`src/rtl/ascii_length_prefix_deframer_defines.svh`:
```
// Assertion helpers for the deframer top level.
`ifndef ASCII_LENGTH_PREFIX_DEFRAMER_DEFINES_SVH
`define ASCII_LENGTH_PREFIX_DEFRAMER_DEFINES_SVH

// Same-cycle implication, sampled on the rising clock, off during reset.
`define ALPD_ASSERT_SAME(label, clk, rst, ante, cons, msg) \
   label: assert property (@(posedge clk) disable iff (rst) (ante) |-> (cons)) \
      else $error(msg);

// Next-cycle implication, sampled on the rising clock, off during reset.
`define ALPD_ASSERT_NEXT(label, clk, rst, ante, cons, msg) \
   label: assert property (@(posedge clk) disable iff (rst) (ante) |=> (cons)) \
      else $error(msg);

`endif

```
`src/rtl/alpd_pkg.sv`:
```
`default_nettype none
package alpd_pkg;

   localparam int LEN_BITS      = 27;
   localparam int PROD_BITS     = LEN_BITS + 4;
   localparam int HDR_LEN_BITS  = 4;
   localparam int BYTE_BITS     = 8;

   localparam logic [HDR_LEN_BITS-1:0] HDR_LEN_RESET = HDR_LEN_BITS'(2);
   localparam logic [HDR_LEN_BITS-1:0] HDR_LEN_MIN   = HDR_LEN_BITS'(1);
   localparam logic [HDR_LEN_BITS-1:0] HDR_LEN_MAX   = HDR_LEN_BITS'(8);

   localparam logic [BYTE_BITS-1:0] CHAR_ZERO = 8'h30;
   localparam logic [BYTE_BITS-1:0] CHAR_NINE = 8'h39;

   typedef logic [LEN_BITS-1:0]     len_type;
   typedef logic [HDR_LEN_BITS-1:0] hdr_len_type;
   typedef logic [BYTE_BITS-1:0]    byte_type;

   // One delivered word on the result side.
   typedef struct packed {
      byte_type out_byte;
      logic     frame_last;
      logic     empty_frame;
   } rsp_type;

   // What one processed byte produces.
   typedef struct packed {
      logic    valid;
      rsp_type data;
   } step_res_type;

endpackage
`default_nettype wire

```
`src/rtl/alpd_in_stage.sv`:
```
`default_nettype none
module alpd_in_stage (
   input  wire logic              clock,
   input  wire logic              reset,
   input  wire logic              req_valid,
   output logic                   req_ready,
   input  wire alpd_pkg::byte_type req_in_byte,
   input  wire logic              step_fire,
   output logic                   in_valid,
   output alpd_pkg::byte_type     in_byte
);
   import alpd_pkg::*;

   logic     valid_ff, valid_in;
   byte_type byte_ff,  byte_in;
   logic     take;

   // Free when empty or when the held word is consumed this cycle.
   assign req_ready = !valid_ff || step_fire;
   assign take      = req_valid && req_ready;

   always_comb begin
      valid_in = valid_ff;
      byte_in  = byte_ff;
      if (take) begin
         valid_in = 1'b1;
         byte_in  = req_in_byte;
      end else if (step_fire) begin
         valid_in = 1'b0;
      end
   end

   always_ff @(posedge clock) begin
      if (reset) begin
         valid_ff <= 1'b0;
      end else begin
         valid_ff <= valid_in;
      end
   end

   always_ff @(posedge clock) begin
      byte_ff <= byte_in;
   end

   assign in_valid = valid_ff;
   assign in_byte  = byte_ff;

endmodule
`default_nettype wire

```
`src/rtl/alpd_deframe.sv`:
```
`default_nettype none
module alpd_deframe (
   input  wire logic                  clock,
   input  wire logic                  reset,
   input  wire logic                  csr_wr_en,
   input  wire alpd_pkg::hdr_len_type csr_wr_data,
   input  wire logic                  step_fire,
   input  wire alpd_pkg::byte_type    in_byte,
   output alpd_pkg::step_res_type     step_res
);
   import alpd_pkg::*;

   hdr_len_type header_len_ff;
   logic        in_payload_ff,     in_payload_in;
   hdr_len_type digits_seen_ff,    digits_seen_in;
   logic        number_stopped_ff, number_stopped_in;
   len_type     header_value_ff,   header_value_in;
   len_type     bytes_left_ff,     bytes_left_in;

   hdr_len_type              eff_len;
   logic                     is_digit;
   logic [3:0]               digit_diff;
   logic [PROD_BITS-1:0]     prod;
   len_type                  value_next;
   len_type                  left_dec;

   // Clamp the programmed length into 1..8.
   always_comb begin
      if (header_len_ff == '0) begin
         eff_len = HDR_LEN_MIN;
      end else if (header_len_ff > HDR_LEN_MAX) begin
         eff_len = HDR_LEN_MAX;
      end else begin
         eff_len = header_len_ff;
      end
   end

   assign is_digit   = in_byte inside {[CHAR_ZERO:CHAR_NINE]};
   // an ASCII digit carries its value in the low nibble
   assign digit_diff = in_byte[3:0];
   // value * 10 + digit as two shifts and two adds
   assign prod = {header_value_ff, 3'b000} + {2'b00, header_value_ff, 1'b0}
               + {{(PROD_BITS-4){1'b0}}, digit_diff};
   assign left_dec = (bytes_left_ff != '0) ? bytes_left_ff - LEN_BITS'(1) : '0;

   always_comb begin
      in_payload_in     = in_payload_ff;
      digits_seen_in    = digits_seen_ff;
      number_stopped_in = number_stopped_ff;
      header_value_in   = header_value_ff;
      bytes_left_in     = bytes_left_ff;
      value_next        = header_value_ff;
      step_res          = '0;

      if (in_payload_ff) begin
         bytes_left_in            = left_dec;
         step_res.valid           = 1'b1;
         step_res.data.out_byte   = in_byte;
         step_res.data.frame_last = (left_dec == '0);
         if (left_dec == '0) begin
            in_payload_in = 1'b0;
         end
      end else begin
         if (!number_stopped_ff && is_digit) begin
            // saturate at all ones
            if (prod[PROD_BITS-1:LEN_BITS] != '0) begin
               value_next = '1;
            end else begin
               value_next = prod[LEN_BITS-1:0];
            end
         end else begin
            number_stopped_in = 1'b1;
         end
         header_value_in = value_next;
         digits_seen_in  = digits_seen_ff + HDR_LEN_BITS'(1);

         if (digits_seen_in >= eff_len) begin
            digits_seen_in    = '0;
            number_stopped_in = 1'b0;
            header_value_in   = '0;
            if (value_next == '0) begin
               step_res.valid            = 1'b1;
               step_res.data.frame_last  = 1'b1;
               step_res.data.empty_frame = 1'b1;
            end else begin
               bytes_left_in = value_next;
               in_payload_in = 1'b1;
            end
         end
      end
   end

   always_ff @(posedge clock) begin
      if (reset) begin
         header_len_ff <= HDR_LEN_RESET;
      end else if (csr_wr_en) begin
         header_len_ff <= csr_wr_data;
      end
   end

   always_ff @(posedge clock) begin
      if (reset) begin
         in_payload_ff     <= 1'b0;
         digits_seen_ff    <= '0;
         number_stopped_ff <= 1'b0;
         header_value_ff   <= '0;
         bytes_left_ff     <= '0;
      end else if (step_fire) begin
         in_payload_ff     <= in_payload_in;
         digits_seen_ff    <= digits_seen_in;
         number_stopped_ff <= number_stopped_in;
         header_value_ff   <= header_value_in;
         bytes_left_ff     <= bytes_left_in;
      end
   end

endmodule
`default_nettype wire

```
`src/rtl/alpd_out_stage.sv`:
```
`default_nettype none
module alpd_out_stage (
   input  wire logic                   clock,
   input  wire logic                   reset,
   input  wire logic                   step_fire,
   input  wire alpd_pkg::step_res_type step_res,
   output logic                        out_free,
   output logic                        rsp_valid,
   input  wire logic                   rsp_ready,
   output alpd_pkg::rsp_type           rsp_data
);
   import alpd_pkg::*;

   logic    valid_ff, valid_in;
   rsp_type data_ff,  data_in;
   logic    load;

   assign out_free = !valid_ff || rsp_ready;
   assign load     = step_fire && step_res.valid;

   always_comb begin
      valid_in = valid_ff;
      data_in  = data_ff;
      if (load) begin
         valid_in = 1'b1;
         data_in  = step_res.data;
      end else if (rsp_ready) begin
         valid_in = 1'b0;
      end
   end

   always_ff @(posedge clock) begin
      if (reset) begin
         valid_ff <= 1'b0;
      end else begin
         valid_ff <= valid_in;
      end
   end

   always_ff @(posedge clock) begin
      data_ff <= data_in;
   end

   assign rsp_valid = valid_ff;
   assign rsp_data  = data_ff;

endmodule
`default_nettype wire

```
`src/rtl/ascii_length_prefix_deframer.sv`:
```
// Length-prefixed stream deframer with an ASCII decimal length header.
// req_*: one stream byte per word, valid/ready. Each frame is a header of
//   header_len bytes (decimal digits, the first non-digit ends the number)
//   followed by that many payload bytes.
// rsp_*: one payload byte per word; rsp_frame_last marks the frame's final
//   byte. A header of value zero yields a single word with rsp_empty_frame
//   and rsp_frame_last set and rsp_out_byte zero. Header bytes yield nothing.
// csr_*: write header_len (low 4 bits; 0 acts as 1, above 8 acts as 8).
//   Write only while idle; it applies from the next header byte on.
// Throughput: one byte per cycle while rsp_ready is high; the input
//   register, the single-pass header/payload logic and the result register
//   each pass one word a cycle, in that order from req_* to rsp_*.
// Stall: while rsp_ready is low with a word pending, the input register
//   holds one more byte, then req_ready drops until the result is taken.
// Reset: synchronous; clears both stages, returns to header parsing and
//   sets header_len to 2. Header values saturate at 2^27 - 1.
`default_nettype none
`include "ascii_length_prefix_deframer_defines.svh"
module ascii_length_prefix_deframer (
   input  wire logic                  clock,
   input  wire logic                  reset,
   input  wire logic                  req_valid,
   output logic                       req_ready,
   input  wire alpd_pkg::byte_type    req_in_byte,
   output logic                       rsp_valid,
   input  wire logic                  rsp_ready,
   output alpd_pkg::byte_type         rsp_out_byte,
   output logic                       rsp_frame_last,
   output logic                       rsp_empty_frame,
   input  wire logic                  csr_wr_en,
   input  wire alpd_pkg::hdr_len_type csr_wr_data
);
   import alpd_pkg::*;

   logic         in_valid;
   byte_type     in_byte;
   logic         out_free;
   logic         step_fire;
   step_res_type step_res;
   rsp_type      rsp_data;

   // Process the held byte whenever the result register can take a word.
   assign step_fire = in_valid && out_free;

   alpd_in_stage u_in_stage (
      .clock       (clock),
      .reset       (reset),
      .req_valid   (req_valid),
      .req_ready   (req_ready),
      .req_in_byte (req_in_byte),
      .step_fire   (step_fire),
      .in_valid    (in_valid),
      .in_byte     (in_byte)
   );

   alpd_deframe u_deframe (
      .clock       (clock),
      .reset       (reset),
      .csr_wr_en   (csr_wr_en),
      .csr_wr_data (csr_wr_data),
      .step_fire   (step_fire),
      .in_byte     (in_byte),
      .step_res    (step_res)
   );

   alpd_out_stage u_out_stage (
      .clock     (clock),
      .reset     (reset),
      .step_fire (step_fire),
      .step_res  (step_res),
      .out_free  (out_free),
      .rsp_valid (rsp_valid),
      .rsp_ready (rsp_ready),
      .rsp_data  (rsp_data)
   );

   assign rsp_out_byte    = rsp_data.out_byte;
   assign rsp_frame_last  = rsp_data.frame_last;
   assign rsp_empty_frame = rsp_data.empty_frame;

   // Empty marker always closes the frame and carries a zero byte.
   `ALPD_ASSERT_SAME(a_empty_marker, clock, reset, rsp_valid && rsp_empty_frame, rsp_frame_last && (rsp_out_byte == '0), "empty marker malformed")
   // A pending, stalled result is never overwritten by a new step.
   `ALPD_ASSERT_SAME(a_no_overwrite, clock, reset, rsp_valid && !rsp_ready, !step_fire, "result overwritten while stalled")
   // A step that produces a word always shows it on the next cycle.
   `ALPD_ASSERT_NEXT(a_result_lands, clock, reset, step_fire && step_res.valid, rsp_valid, "produced word lost")

endmodule
`default_nettype wire

```
`config.mk`:
```
export PLATFORM = sky130hd
export DESIGN_NAME = ascii_length_prefix_deframer
export DESIGN_NICKNAME = d
export VERILOG_FILES = /design/src/rtl/alpd_pkg.sv /design/src/rtl/alpd_in_stage.sv /design/src/rtl/alpd_deframe.sv /design/src/rtl/alpd_out_stage.sv /design/src/rtl/ascii_length_prefix_deframer.sv
export VERILOG_INCLUDE_DIRS = /design/src /design/src/rtl
export SDC_FILE = /design/constraint.sdc
export NUM_CORES = 1
export LEC_CHECK = 0
export BUFFER_PORTS_ARGS = -buffer_cell sky130_fd_sc_hd__buf_2
export CAP_MARGIN = 20
export CELL_PAD_IN_SITES_DETAIL_PLACEMENT = 0
export CELL_PAD_IN_SITES_GLOBAL_PLACEMENT = 1
export CORE_ASPECT_RATIO = 0.6
export CORE_MARGIN = 4
export CORE_UTILIZATION = 39
export DETAILED_ROUTE_END_ITERATION = 7
export PLACE_DENSITY_LB_ADDON = 0.25
export RECOVER_POWER = 50
export SKIP_LAST_GASP = 1
export SLEW_MARGIN = 20
export SYNTH_ARGS = -nofsm -noshare
export SYNTH_HDL_FRONTEND = slang
export SYNTH_SLANG_ARGS = --single-unit
```
`constraint.sdc`:
```
create_clock -name clock -period 5.5 [get_ports clock]
set_input_delay 0.825 -clock clock [delete_from_list [all_inputs] [get_ports clock]]
set_output_delay 0.825 -clock clock [all_outputs]
set_load 0.05 [all_outputs]
```
**Word-level counts from Yosys, hierarchy flattened**

Index checks and enable logic that the tools add are counted.

- Register bits: 84
- Bits in latches: 0
- Bits in writable memories: 0
- ROM bits: 0
- Word-level logic and storage cells: 73
- Memories: 0

- Add/sub/neg operators: 4
- Multipliers: 0
- Divide/modulo/power cells: 0
- $lt $le $gt $ge: 4
- Eq/ne operators: 2
- Shifts and indexed selects: 0
- Multiplexer cells: 27
- Bitwise gates (word level): 2
- Reductions and logical operators: 22

Operators with widths:

| cell | number |
|---|---|
| 27-bit 2-to-1 mux | 8 |
| 27-bit logical NOT | 2 |
| 30-bit by 28-bit adder with 31-bit output | 1 |
| 31-bit by 4-bit adder with 31-bit output | 1 |
| 27-bit nonzero test | 1 |
| 27-bit by 1-bit subtractor with 27-bit output, second input constant | 1 |
| 1-bit 2-to-1 mux | 14 |
| 4-bit 2-to-1 mux | 3 |
| 8-bit by 6-bit greater-or-equal comparator with 1-bit output, second input constant | 1 |
| 8-bit by 6-bit <= comparator with 1-bit output, second input constant | 1 |
| 3-bit AND reduction | 2 |
| 2-bit nonzero test | 3 |
| 1-bit logical AND | 5 |
| 4-bit by 1-bit adder with 4-bit output, second input constant | 1 |
| 4-bit greater-or-equal comparator | 1 |
| 4-bit greater-than comparator, second input constant | 1 |
| 4-bit logical NOT | 1 |
| 2-bit 2-to-1 mux | 2 |
| 4-bit nonzero test | 1 |
| 1-bit logical NOT | 3 |
| 1-bit logical OR | 2 |
| 2-bit by 1-bit != test with 1-bit output, second input constant | 1 |
| 2-bit != test, second input constant | 1 |
| 1-bit NOT | 2 |
| 2 further kinds | 2 |

**Depth between registers and ports, before layout**

Gate-level depths: netlist of run 1.

- Depth after elaboration: 12
- Depth in mapped cells: 16
- Gate-level depth less buffers: 14

**Modules after synthesis**

From an unflattened synthesis of run 1, not the netlist that was laid out.

- Cells, all modules: 841
- Area total of the unflattened synthesis: 6,652.6 sq um

Modules (own cells, without submodules):

| module | times used | cells each | area an instance (sq um) | seq. area each (sq um) |
|---|---|---|---|---|
| alpd_deframe | 1 | 812 | 6,000.8 | 1,281.2 |
| alpd_out_stage | 1 | 15 | 350.3 | 320.3 |
| alpd_in_stage | 1 | 13 | 295.3 | 260.2 |
| ascii_length_prefix_deframer | 1 | 1 | 6.3 | 0.0 |

**Worst setup path before layout of run 1**

Ideal clock, no wire load.

- Path type: register to register
- Start point: reg u_in_stage.byte_ff[3], in the netlist u_in_stage.in_byte[3]
- End point: reg u_out_stage.data_ff, in the netlist u_out_stage.rsp_data[0], enable pin
- Setup time: 380 ps
- Arrival time: 4,632 ps
- Setup slack: 488 ps
- Cell stages (with the launch flop): 14
- Buffers on the path: 0
- Period minus slack after synthesis: 5,012 ps
- Cell sequence: edfxtp_1 > fa_1 > fa_1 > a21o_1 > a41o_1 > o21a_1 > a211oi_4 > o31ai_1 > mux2i_1 > nand2_4 > a2111o_1 > nor2_1 > nand2_1 > a21oi_1

- Word-level cells in the longest chain between the ends: 10
- Elaborated cells between the ends (all ways): 14

RTL lines:

| item | RTL line | source |
|---|---|---|
| from (decl) | alpd_in_stage.sv:15 | `byte_type byte_ff, byte_in;` |
| from (signal assigned) | alpd_in_stage.sv:42 | `byte_ff <= byte_in;` |
| 31-bit by 4-bit adder with 31-bit output, or another cell as far along | alpd_deframe.sv:43 | `+ {{(PROD_BITS-4){1'b0}}, digit_diff};` |
| 4-bit nonzero test or 1-bit logical AND (tied branches) | alpd_deframe.sv:66, alpd_deframe.sv:38 |  |
| 27-bit 2-to-1 mux or 1-bit logical AND (tied branches) | alpd_deframe.sv:66, alpd_deframe.sv:64 |  |
| 27-bit 2-to-1 mux * | alpd_deframe.sv:64 | `if (!number_stopped_ff && is_digit) begin` |
| 27-bit 2-to-1 mux * | alpd_deframe.sv:55 | `if (in_payload_ff) begin` |
| 27-bit logical NOT * | alpd_deframe.sv:81 | `if (value_next == '0) begin` |
| 1-bit 2-to-1 mux * | alpd_deframe.sv:81 |  |
| 1-bit 2-to-1 mux * | alpd_deframe.sv:77 | `if (digits_seen_in >= eff_len) begin` |
| 1-bit 2-to-1 mux * | alpd_deframe.sv:55 |  |
| 1-bit logical AND * | alpd_out_stage.sv:19 | `assign load = step_fire && step_res.valid;` |
| net u_out_stage.load | alpd_out_stage.sv:16 | `logic load;` |
| to (signal assigned) | alpd_out_stage.sv:41 | `data_ff <= data_in;` |
| to (decl) | alpd_out_stage.sv:15 | `rsp_type data_ff, data_in;` |

The timed path passes the listed nets; every way through them passes the cells marked *. The select of a mux whose other input is x is not followed.
A chain may end at the register's enable or synchronous reset.

**Final worst setup path of run 1**

- Start point: reg u_deframe.header_value_ff[12]
- End point: reg u_deframe.bytes_left_ff[26]

- Word-level cells in the longest chain between the ends: 9
- Elaborated cells between the ends (all ways): 12

RTL lines:

| item | RTL line | source |
|---|---|---|
| from (decl) | alpd_deframe.sv:17 | `len_type header_value_ff, header_value_in;` |
| from (signal assigned) | alpd_deframe.sv:112 | `header_value_ff <= header_value_in;` |
| 30-bit by 28-bit adder with 31-bit output | alpd_deframe.sv:42 | `assign prod = {header_value_ff, 3'b000} + {2'b00, header_value_ff, 1'b0}` |
| 31-bit by 4-bit adder with 31-bit output | alpd_deframe.sv:43 |  |
| 4-bit nonzero test | alpd_deframe.sv:66 | `if (prod[PROD_BITS-1:LEN_BITS] != '0) begin` |
| 27-bit 2-to-1 mux | alpd_deframe.sv:66 |  |
| 27-bit 2-to-1 mux * | alpd_deframe.sv:64 |  |
| 27-bit 2-to-1 mux * | alpd_deframe.sv:55 |  |
| 27-bit logical NOT or 27-bit 2-to-1 mux (tied branches) | alpd_deframe.sv:81 |  |
| 2-bit by 1-bit != test with 1-bit output (no line) or 27-bit 2-to-1 mux (tied branches) | n/a |  |
| 3-bit AND reduction (no line) or 27-bit 2-to-1 mux (tied branches) | n/a |  |
| to (signal assigned) | alpd_deframe.sv:113 | `bytes_left_ff <= bytes_left_in;` |
| to (decl) | alpd_deframe.sv:18 | `len_type bytes_left_ff, bytes_left_in;` |

Every way passes the cells marked *; elsewhere a longest branch is shown, timed or not. The select of a mux whose other input is x is not followed.

==> flow_summary.toml, run 1 <==
[run_status]
status = "finished, violations left"
violations = "capacitance limit, slew limit"

[power_and_ir_drop]
leakagePower_nw = 3.197
p_per_area_nw_per_um2 = 205.2
irDropWorstVdd_mv = 0.1565

[cts]
clockRootBuffer = "clkbuf_16"
clk_pin_slew_ns = 0.07
cts_tree = "built"
htree_levels = 3
numClockSinks = 84
cts_buffers = 9
ctsResizeCount = 0
holdBufCountCts = 0
post_cts_buffers = 0
clock_latency_ns = 0.36
cts.path.max_buffers = 2

[critical_path]
worst-setup-path-type = "flop to flop"
worstSetupEndpointType = "flop"
worst_setup_path_start_kind = "flop"
slowest_stage = "a2111oi_0"
reg2reg_from = "u_deframe.header_value_ff[12]"
cp_cell_sequence = "ha_1 -> ha_1 -> a21oi_1 -> o21ai_0 -> a21oi_1 -> o211a_1 -> mux2i_1 -> a2111oi_0 -> o2111ai_1 -> a2111o_1 -> or2_1 -> nand3_1 -> mux2_2"
reg2reg_slack_ns = 0.17
crit_arrival_ns = 5.58
critical-path-max-stage-delay_ns = 0.66
r2r-end = "u_deframe.bytes_left_ff[26]"
critPathRequiredTime_ns = 5.74
r2r_cells = 13
critPathMaxFanout = 11

[route]
routedWlPerCell_um = 21.32
drt_iter0_drc = 870
routed-via-count = 7417
drt_first_pass_iters = 5
drc = 0
detail-route-antenna-nets = 0
wirelength_um = 25180
vias_per_cell = 6.280

[sta]
fin_setup_tns_ns = 0
fin_crit_ns = 5.335
hold_viol = 0
fin_ws_ns = 0.1651
finalCritPeriodShare = 0.9700
setup-violations-final = 0
clock.fmax_mhz = 187.4
tightest_slew_ns = 2.931
drv_slew = 55
relSlewSlack = -0.9540
skew_ns = 0.01315
grt_setup_unrepaired = "no"

[synthesis]
synth.yosys.seq_area_share = 0.2560
synth_top_area_share = 0.1817
synth-seq-cells = 84
synthesis.nets = 1021
synth-edff-count = 18
synth_area_leaders = "dfxtp_1 (18%), ha_1 (10%), edfxtp_1 (7.4%)"
syn_area_um2 = 7273
yosysUniqueCellTypes = 85
syn_avg_cell_area_um2 = 7.713
async_reset_ff_frac = 0
yosys_most_used_dff = "dfxtp_1"
yosys_warnings = 0
synth_top_area_cell = "dfxtp_1"
synthCells = 943

[grt]
grt_pass1_wl_um = 39480
grt_max_degree = 55
antenna_found_initial = 0
grt_usage = 0.2414
grt_pass1_vias = 6592
gr-total-overflow = 0

[placement]
dp_slack_ns = 0.3874
dp_hpwl_um = 18900
port-buffer-count = 28
place_congestion = 0.9986
placed_cell_area_um2 = 7584

[final_layout]
antennaDiodeCount = 0
layout-drive-gt1-share = 0.07651
final_nets = 1014
fillers = 1870
final_util = 0.4335
final_area_um2 = 7873
area_growth_pct = 8.240

[min_path]
hold_path.class = "flop to flop"
hold-path-cell-count = 2
worstHoldEndpoint = "u_deframe.digits_seen_ff[3]"
hp-start = "u_deframe.digits_seen_ff[3]"

[floorplanning]
die_area_um2 = 20970
core_area_um2 = 18160
ios = 29
die_w_um = 184.3
fp-row-count = 38
initial_core_util = 0.4005
die_height_um = 113.8

[run]
drv_cap = 1
[synthesized netlist by cell type (6+ instances only)]
| cell type | number |
|---|---|
| mux2i_1 | 8 |
| a22oi_1 | 9 |
| a211o_1 | 8 |
| nand2b_1 | 9 |
| nand2_1 | 58 |
| nor2_1 | 131 |
| o22ai_1 | 12 |
| nor2b_1 | 6 |
| o311a_1 | 6 |
| o32ai_1 | 11 |
| a21o_1 | 11 |
| buf_2 | 9 |
| inv_1 | 17 |
| or3_1 | 9 |
| a21oi_1 | 86 |
| nand3_1 | 34 |
| dfxtp_1 | 66 |
| xnor2_1 | 26 |
| o211ai_1 | 7 |
| nand3b_1 | 7 |
| and2_1 | 14 |
| and3_1 | 9 |
| o31ai_1 | 6 |
| edfxtp_1 | 18 |
| nor3_1 | 26 |
| a31oi_1 | 13 |
| a31o_2 | 6 |
| ha_1 | 59 |
| xor2_1 | 10 |
| o21a_1 | 7 |
| o21ai_0 | 62 |
| clkbuf_1 | 46 |
| nor4_1 | 21 |
| nand4_1 | 10 |
| a32o_1 | 7 |
[final cells by class]
| type | instances | area [um^2] | area share |
|---|---|---|---|
| inverter | 18 | 67.56 | 0.008582 |
| multi-input combinational | 777 | 5066 | 0.6435 |
| sequential | 84 | 1862 | 0.2365 |
| tap | 240 | 300.3 | 0.03814 |
| clock buffer | 9 | 225.2 | 0.02861 |
| clock inverter | 7 | 82.58 | 0.01049 |
| timing repair buffer | 46 | 269.0 | 0.03417 |
[registers in the layout (all words and copies together), names as in the netlist]
register and count:
u_out_stage.rsp_data 10, u_deframe.digits_seen_ff 4, u_out_stage.rsp_valid 1, u_deframe.bytes_left_ff 27, u_deframe.header_value_ff 27, u_deframe.in_payload_ff 1
u_in_stage.in_byte 8, u_in_stage.in_valid 1, u_deframe.number_stopped_ff 1, u_deframe.header_len_ff 4
[worst max path at each step]
stage,cells past startpoint,slack [ns],to,startpoint
final,13,0.17,u_deframe.bytes_left_ff[26],u_deframe.header_value_ff[12]
after global routing,13,0.03,u_deframe.bytes_left_ff[26],u_deframe.header_value_ff[0]
after CTS,13,0.34,u_deframe.bytes_left_ff[26],u_deframe.header_value_ff[0]
after detailed placement,13,0.39,u_deframe.bytes_left_ff[26],u_in_stage.in_byte[3]
after global placement,14,0.55,u_out_stage.rsp_data[4],u_in_stage.in_byte[3]
after floorplan,13,0.49,u_out_stage.rsp_data[0],u_in_stage.in_byte[3]
[cells in the final DEF (no fill, tap or decap), drive strengths merged, types with 7 or more instances in the layout]
master	count
o21a	7
nor2	131
o22ai	12
o32ai	11
nand3b	7
a31oi	13
nand2b	9
buf	33
xor2	10
mux2i	8
inv	21
and2	14
nand4	10
o211ai	7
o21ai	64
and3	9
a21o	11
nand3	34
ha	59
a21oi	86
clkbuf	22
nor4	22
dfxtp	66
xnor2	26
a32o	7
edfxtp	18
nor3	27
a22oi	10
a211o	8
or3	9
nand2	59
[per-stage QoR]
stage | total power, mW | std cells | hold slack [ns]
floorplan | 0.8858 | 943 | 0.4444
global placement | 0.9793 | 1165 | 0.4543
detailed placement | 0.9770 | 1165 | 0.4624
CTS | 1.621 | 1181 | 0.4725
global route | 1.688 | 1181 | 0.4846
finish | 1.616 | 1181 | 0.4722
[where the power goes]
group	internal (mW)	switching [mW]
clock	0.361	0.286
sequential	0.647	0.0157
combinational	0.0929	0.213
total	1.10	0.515
[cell families after synthesis]
| logic type | synth area share |
|---|---|
| fa+ha+maj | 0.1070 |
| xor+xnor | 0.04335 |
| flops | 0.2560 |
| mux | 0.01256 |
| simple gates | 0.2544 |
| compound gates | 0.2792 |
| buf+inv | 0.04748 |
[worst max-delay path: cells and delay by family (launching register included)]
| kind | cells | cell delay, ns |
|---|---|---|
| DFF | 1 | 0.52 |
| muxes | 2 | 0.43 |
| and+or+nand+nor | 2 | 0.68 |
| AOI/OAI and AO/OA | 7 | 2.82 |
| adders and majority gates | 2 | 0.76 |
[routing by layer]
layer / global-route usage / vias to the layer above / routed length, um
li1: - / 3544 / -
met1: 0.4035 / 3507 / 13060
met2: 0.3087 / 347 / 9456
met3: 0.05194 / 19 / 2461
met4: 0.04333 / 0 / 202
met5: 0 / - / 0
Power figures use the tool's default switching activity.
==> inputs of run 2 (changes only) <==
- ABC_AREA: unset -> 1
- CAP_MARGIN: 20 -> 40
- SLEW_MARGIN: 20 -> unset
==> run 2 against run 1 <==
Effect of this change: the flow still finishes with violations (capacitance limit, slew limit); critical path depth is 9 higher; wire length down 15%; synthesized area shrank 1.3%; cell area shrank 1.0%; critical path type unchanged.
==> flow_summary.toml, run 2 <==
[cts]
clk_pin_slew_ns = 0.06
cts_tree = "built"
htree_levels = 3
cts_buffers = 9
clockRootBuffer = "clkbuf_16"
holdBufCountCts = 0
cts.path.max_buffers = 2
numClockSinks = 84
clock_latency_ns = 0.35
post_cts_buffers = 0
ctsResizeCount = 0

[grt]
grt_usage = 0.2131
grt_pass1_vias = 6642
gr-total-overflow = 0
antenna_found_initial = 0
grt_max_degree = 55
grt_pass1_wl_um = 35450

[final_layout]
final_cell_mix = "nand2_1 (382), nor2_1 (156), inv_1 (144), nand3_1 (78), a21oi_1 (70)"
fillers = 2015
layout-drive-gt1-share = 0.06897
antennaDiodeCount = 0
final_area_um2 = 7791
instances_no_fill = 1429
final_util = 0.4312
layout_commonest_cell = "nand2_1"
final_nets = 1262
area_growth_pct = 8.560

[floorplanning]
die_area_um2 = 20710
core_area_um2 = 18070
die_w_um = 183.1
ios = 29
initial_core_util = 0.3972
die_height_um = 113.1
fp-row-count = 38

[power_and_ir_drop]
irDropWorstVdd_mv = 0.1755
p_per_area_nw_per_um2 = 262.9
leakagePower_nw = 4.439
total_power_mw = 2.048

[placement]
dp_slack_ns = 0.8997
dp_hpwl_um = 17100
port-buffer-count = 28
placed_cell_area_um2 = 7543
place_inst = 1413
place_congestion = 0.8961

[run_status]
violations = "capacitance limit, slew limit"
status = "finished, violations left"

[critical_path]
r2r-end = "u_out_stage.rsp_data[8]"
reg2reg_from = "u_in_stage.in_byte[3]"
critPathMaxFanout = 12
worst_setup_path_start_kind = "flop"
worst-setup-path-type = "flop to flop"
crit_arrival_ns = 4.70
worstSetupEndpointType = "flop"
critPathRequiredTime_ns = 5.50
r2r_cells = 22
reg2reg_slack_ns = 0.80

[min_path]
hp-start = "u_deframe.header_len_ff[1]"
hold_path.class = "flop to flop"
worstHoldEndpoint = "u_deframe.header_len_ff[1]"
hold-path-cell-count = 2

[sta]
relSlewSlack = -0.2818
drv_slew = 38
finalCritPeriodShare = 0.8546
fin_crit_ns = 4.701
grt_setup_unrepaired = "no"
fin_setup_tns_ns = 0
clock.fmax_mhz = 212.7
setup-violations-final = 0
fin_ws_ns = 0.7995
holdWs_ns = 0.4756
tightest_slew_ns = 1.923
skew_ns = 0.008668
hold_viol = 0

[run]
drv_cap = 1

[route]
routedWlPerCell_um = 14.90
drt_first_pass_iters = 7
detail-route-antenna-nets = 0
drt_iter0_drc = 576
drc = 0
routed-via-count = 7082
vias_per_cell = 4.956
wirelength_um = 21300

[synthesis]
syn_avg_cell_area_um2 = 6.129
syn_area_um2 = 7177
yosys_most_used_dff = "dfxtp_1"
synth_area_leaders = "nand2_1 (20%), dfxtp_1 (18%), ha_1 (10%)"
synth-edff-count = 18
synth_top_area_share = 0.1998
synth_top_cells_by_count = "nand2_1 (382), nor2_1 (156), inv_1 (144)"
synthCells = 1171
async_reset_ff_frac = 0
synth.most_common_cell = "nand2_1"
yosysUniqueCellTypes = 32
synth_top_area_cell = "nand2_1"
synth-seq-cells = 84
synthesis.nets = 1249
synth.yosys.seq_area_share = 0.2594
yosys_warnings = 0
## run 2: changes by cell type after synthesis, sizes merged, moves of 13 or more
cell	before	now
a21oi	86	71
a31oi	13	0
and2	14	0
clkbuf	46	23
inv	17	150
nand2	59	383
nand3	34	84
nor2	131	160
nor3	27	7
nor4	22	6
o21ai	64	44
or2	6	27
xnor2	26	8
## run 2: layout make-up
type,count,area (um^2),area share
multi-input cells,902,4563,0.5857
flip-flops and latches,84,1862,0.2390
inverters,150,563.0,0.07227
well taps,240,300.3,0.03854
clock buffers,9,225.2,0.02891
repair buffers,37,225.2,0.02891
clock inverters,7,52.55,0.006745
## run 2: worst max-delay path by stage
| stage | startpoint | end | slack [ns] | cells after the start |
|---|---|---|---|---|
| 2_1_floorplan | u_in_stage.in_byte[3] | u_out_stage.rsp_data[0] | 1.89 | 22 |
| 3_3_place_gp | u_in_stage.in_byte[3] | u_out_stage.rsp_data[6] | 1.07 | 22 |
| 3_5_place_dp | u_in_stage.in_byte[3] | u_out_stage.rsp_data[8] | 0.90 | 22 |
| 4_1_cts | u_in_stage.in_byte[3] | u_out_stage.rsp_data[8] | 0.88 | 22 |
| 5_1_grt | u_in_stage.in_byte[3] | u_deframe.bytes_left_ff[25] | 0.29 | 23 |
| 6_report | u_in_stage.in_byte[3] | u_out_stage.rsp_data[8] | 0.80 | 22 |
## run 2: kinds of logic after synthesis
group | count (synthesis) | synth area share
DFF | 84 | 0.2594
AOI/OAI and AO/OA | 124 | 0.09013
adders and majority gates | 61 | 0.1084
xor gates and xnor gates | 26 | 0.03173
buffers and inverters | 185 | 0.1041
and+or+nand+nor | 691 | 0.4062
## run 2: worst max-delay path, stage by stage (launching register included)
cell      delay, ns
edfxtp_1       0.44
fa_1           0.55
fa_1           0.50
nand3_1        0.11
nand3_1        0.18
nand3_1        0.12
nand3_1        0.16
nand2_1        0.12
inv_2          0.03
nor2_1         0.12
nand2_1        0.08
nor2_2         0.32
buf_4          0.26
nand2_1        0.10
o21ai_0        0.26
nand2_1        0.08
nor2_1         0.11
nand2_1        0.07
nor2_2         0.11
nand3_1        0.13
nand2_1        0.08
nand2_1        0.08
inv_1          0.33
## run 2: layer usage
layer | GRT usage | share of wire | vias up
li1 | - | - | 3748
met1 | 0.3474 | 0.57 | 3187
met2 | 0.2919 | 0.37 | 140
met3 | 0.04176 | 0.056 | 7
met4 | 0.02679 | 0.0037 | 0
met5 | 0 | 0 | -
## run 2: power by group
group          switching (mW)  leakage [nW]  internal [mW]
logic                   0.547          3.60          0.221
registers              0.0310         0.717          0.664
clock network           0.277         0.124          0.308
total                   0.855          4.44           1.19
==> inputs of run 3 (changes only) <==
- MAX_ROUTING_LAYER: unset -> met4
- clock period: 5.5 -> 4.3 ns (I/O delays scaled with it)
==> run 3 against run 2 <==
Effect of this change: the flow still finishes with violations (capacitance limit, slew limit); hold slack worse by 0.012 ns; maximum frequency up 21%; global-route usage up 0.86 points; sequential power up 28%; total power up 28%; clock skew up 0.0056 ns; setup slack worse by 0.38 ns; clock power up 23%.
==> flow_summary.toml, run 3 (synthesized netlist as in run 2, its figures left out) <==
[cts]
cts.path.max_buffers = 2
cts_tree = "built"
clk_pin_slew_ns = 0.07
post_cts_buffers = 0
ctsResizeCount = 0
htree_levels = 3
cts_buffers = 9
holdBufCountCts = 0
clock_latency_ns = 0.35
numClockSinks = 84
clockRootBuffer = "clkbuf_16"

[route]
drt_iter0_drc = 764
routedWlPerCell_um = 15.41
wirelength_um = 22180
drt_first_pass_iters = 5
vias_per_cell = 5.026
detail-route-antenna-nets = 0
drc = 0
routed-via-count = 7237

[sta]
clock.fmax_mhz = 257.7
fin_ws_ns = 0.4202
holdWs_ns = 0.4641
skew_ns = 0.01423
tightest_slew_ns = 1.917
drv_slew = 38
setup-violations-final = 0
fin_crit_ns = 3.880
relSlewSlack = -0.2778
finalCritPeriodShare = 0.9023
grt_setup_unrepaired = "no"
fin_setup_tns_ns = 0
hold_viol = 0

[grt]
use_met3 = 0.03244
grt-busiest-layer = "met1"
grt_pass1_wl_um = 35910
grt_usage = 0.2217
gr-usage-met2 = 0.2931
use_met1 = 0.3547
grt_pass1_vias = 6674
gr-total-overflow = 0
antenna_found_initial = 0
grt_max_degree = 55

[run_status]
status = "finished, violations left"
violations = "capacitance limit, slew limit"

[floorplanning]
fp-row-count = 38
die_w_um = 183.1
die_area_um2 = 20710
initial_core_util = 0.3972
ios = 29
die_height_um = 113.1
core_area_um2 = 18070

[critical_path]
worstSetupEndpointType = "flop"
worst-setup-path-type = "flop to flop"
crit_arrival_ns = 3.93
critPathRequiredTime_ns = 4.35
worst_setup_path_start_kind = "flop"
cp_cell_sequence = "fa_2 -> fa_2 -> nand3_1 -> nand3_1 -> nand3_1 -> nand3_2 -> nand2_1 -> inv_2 -> nor2_1 -> nand2_1 -> nor2_2 -> buf_4 -> nand3_1 -> nand2_1 -> nand2_1 -> nor2_1 -> nand2_1 -> nor2_2 -> nand3_1 -> nand2_1 -> nand2_2 -> clkinvlp_4"
cpMostUsedCell = "nand2_1"
critical-path-max-stage-delay_ns = 0.51
critPathTopFamily = "simple AND/OR/NAND/NOR gates"
cp_num_buf_inv = 3
critPathMaxFanout = 9
slowest_stage = "fa_2"

[final_layout]
final_area_um2 = 7905
final_util = 0.4375
instances_no_fill = 1440
area_growth_pct = 10.15
fillers = 1984
final_nets = 1273
final_cell_mix = "nand2_1 (381), nor2_1 (155), inv_1 (143), nand3_1 (77), a21oi_1 (70)"
layout_commonest_cell = "nand2_1"
regArea_um2 = 1862
antennaDiodeCount = 0
layout-drive-gt1-share = 0.08083
multi_input_area_um2 = 4578

[power_and_ir_drop]
irDropWorstVdd_mv = 0.1943
leakagePower_nw = 4.503
total_power_mw = 2.614
p_per_area_nw_per_um2 = 330.6

[placement]
port-buffer-count = 28
place_inst = 1422
dp_slack_ns = 0.09769
place_congestion = 0.9123
placed_cell_area_um2 = 7611
dp_hpwl_um = 17430

[run]
drv_cap = 1

[min_path]
hold_path.class = "primary input to flop"
run 3: per-layer routing:
| layer | wire (um) | vias to the layer above |
|---|---|---|
| met5 | 0 | - |
| met4 | 201 | 0 |
| met3 | 1353 | 18 |
| met2 | 8233 | 213 |
| met1 | 12400 | 3229 |
| li1 | - | 3777 |
run 3: worst paths after layout:
path                                     from                     endpoint  slack, ns  depth (start not counted)
hold reg to reg   u_deframe.digits_seen_ff[3]  u_deframe.digits_seen_ff[3]       0.48                          2
hold / removal                 req_in_byte[0]        u_in_stage.in_byte[0]       0.46                          1
setup / recovery        u_in_stage.in_byte[3]      u_out_stage.rsp_data[8]       0.42                         22
setup reg to reg        u_in_stage.in_byte[3]      u_out_stage.rsp_data[8]       0.42                         22
run 3: layout make-up:
class,count,area share
repair inverters,1,0.0009497
repair buffers,47,0.04131
clock inverters,4,0.003482
well taps,240,0.03799
multi-input cells,902,0.5791
clock buffers,12,0.02991
inverters,150,0.07170
flip-flops and latches,84,0.2355
run 3: where the power goes:
part           switching, mW  internal (mW)
registers             0.0396          0.850
clock network          0.325          0.392
logic                  0.707          0.300
total                   1.07           1.54
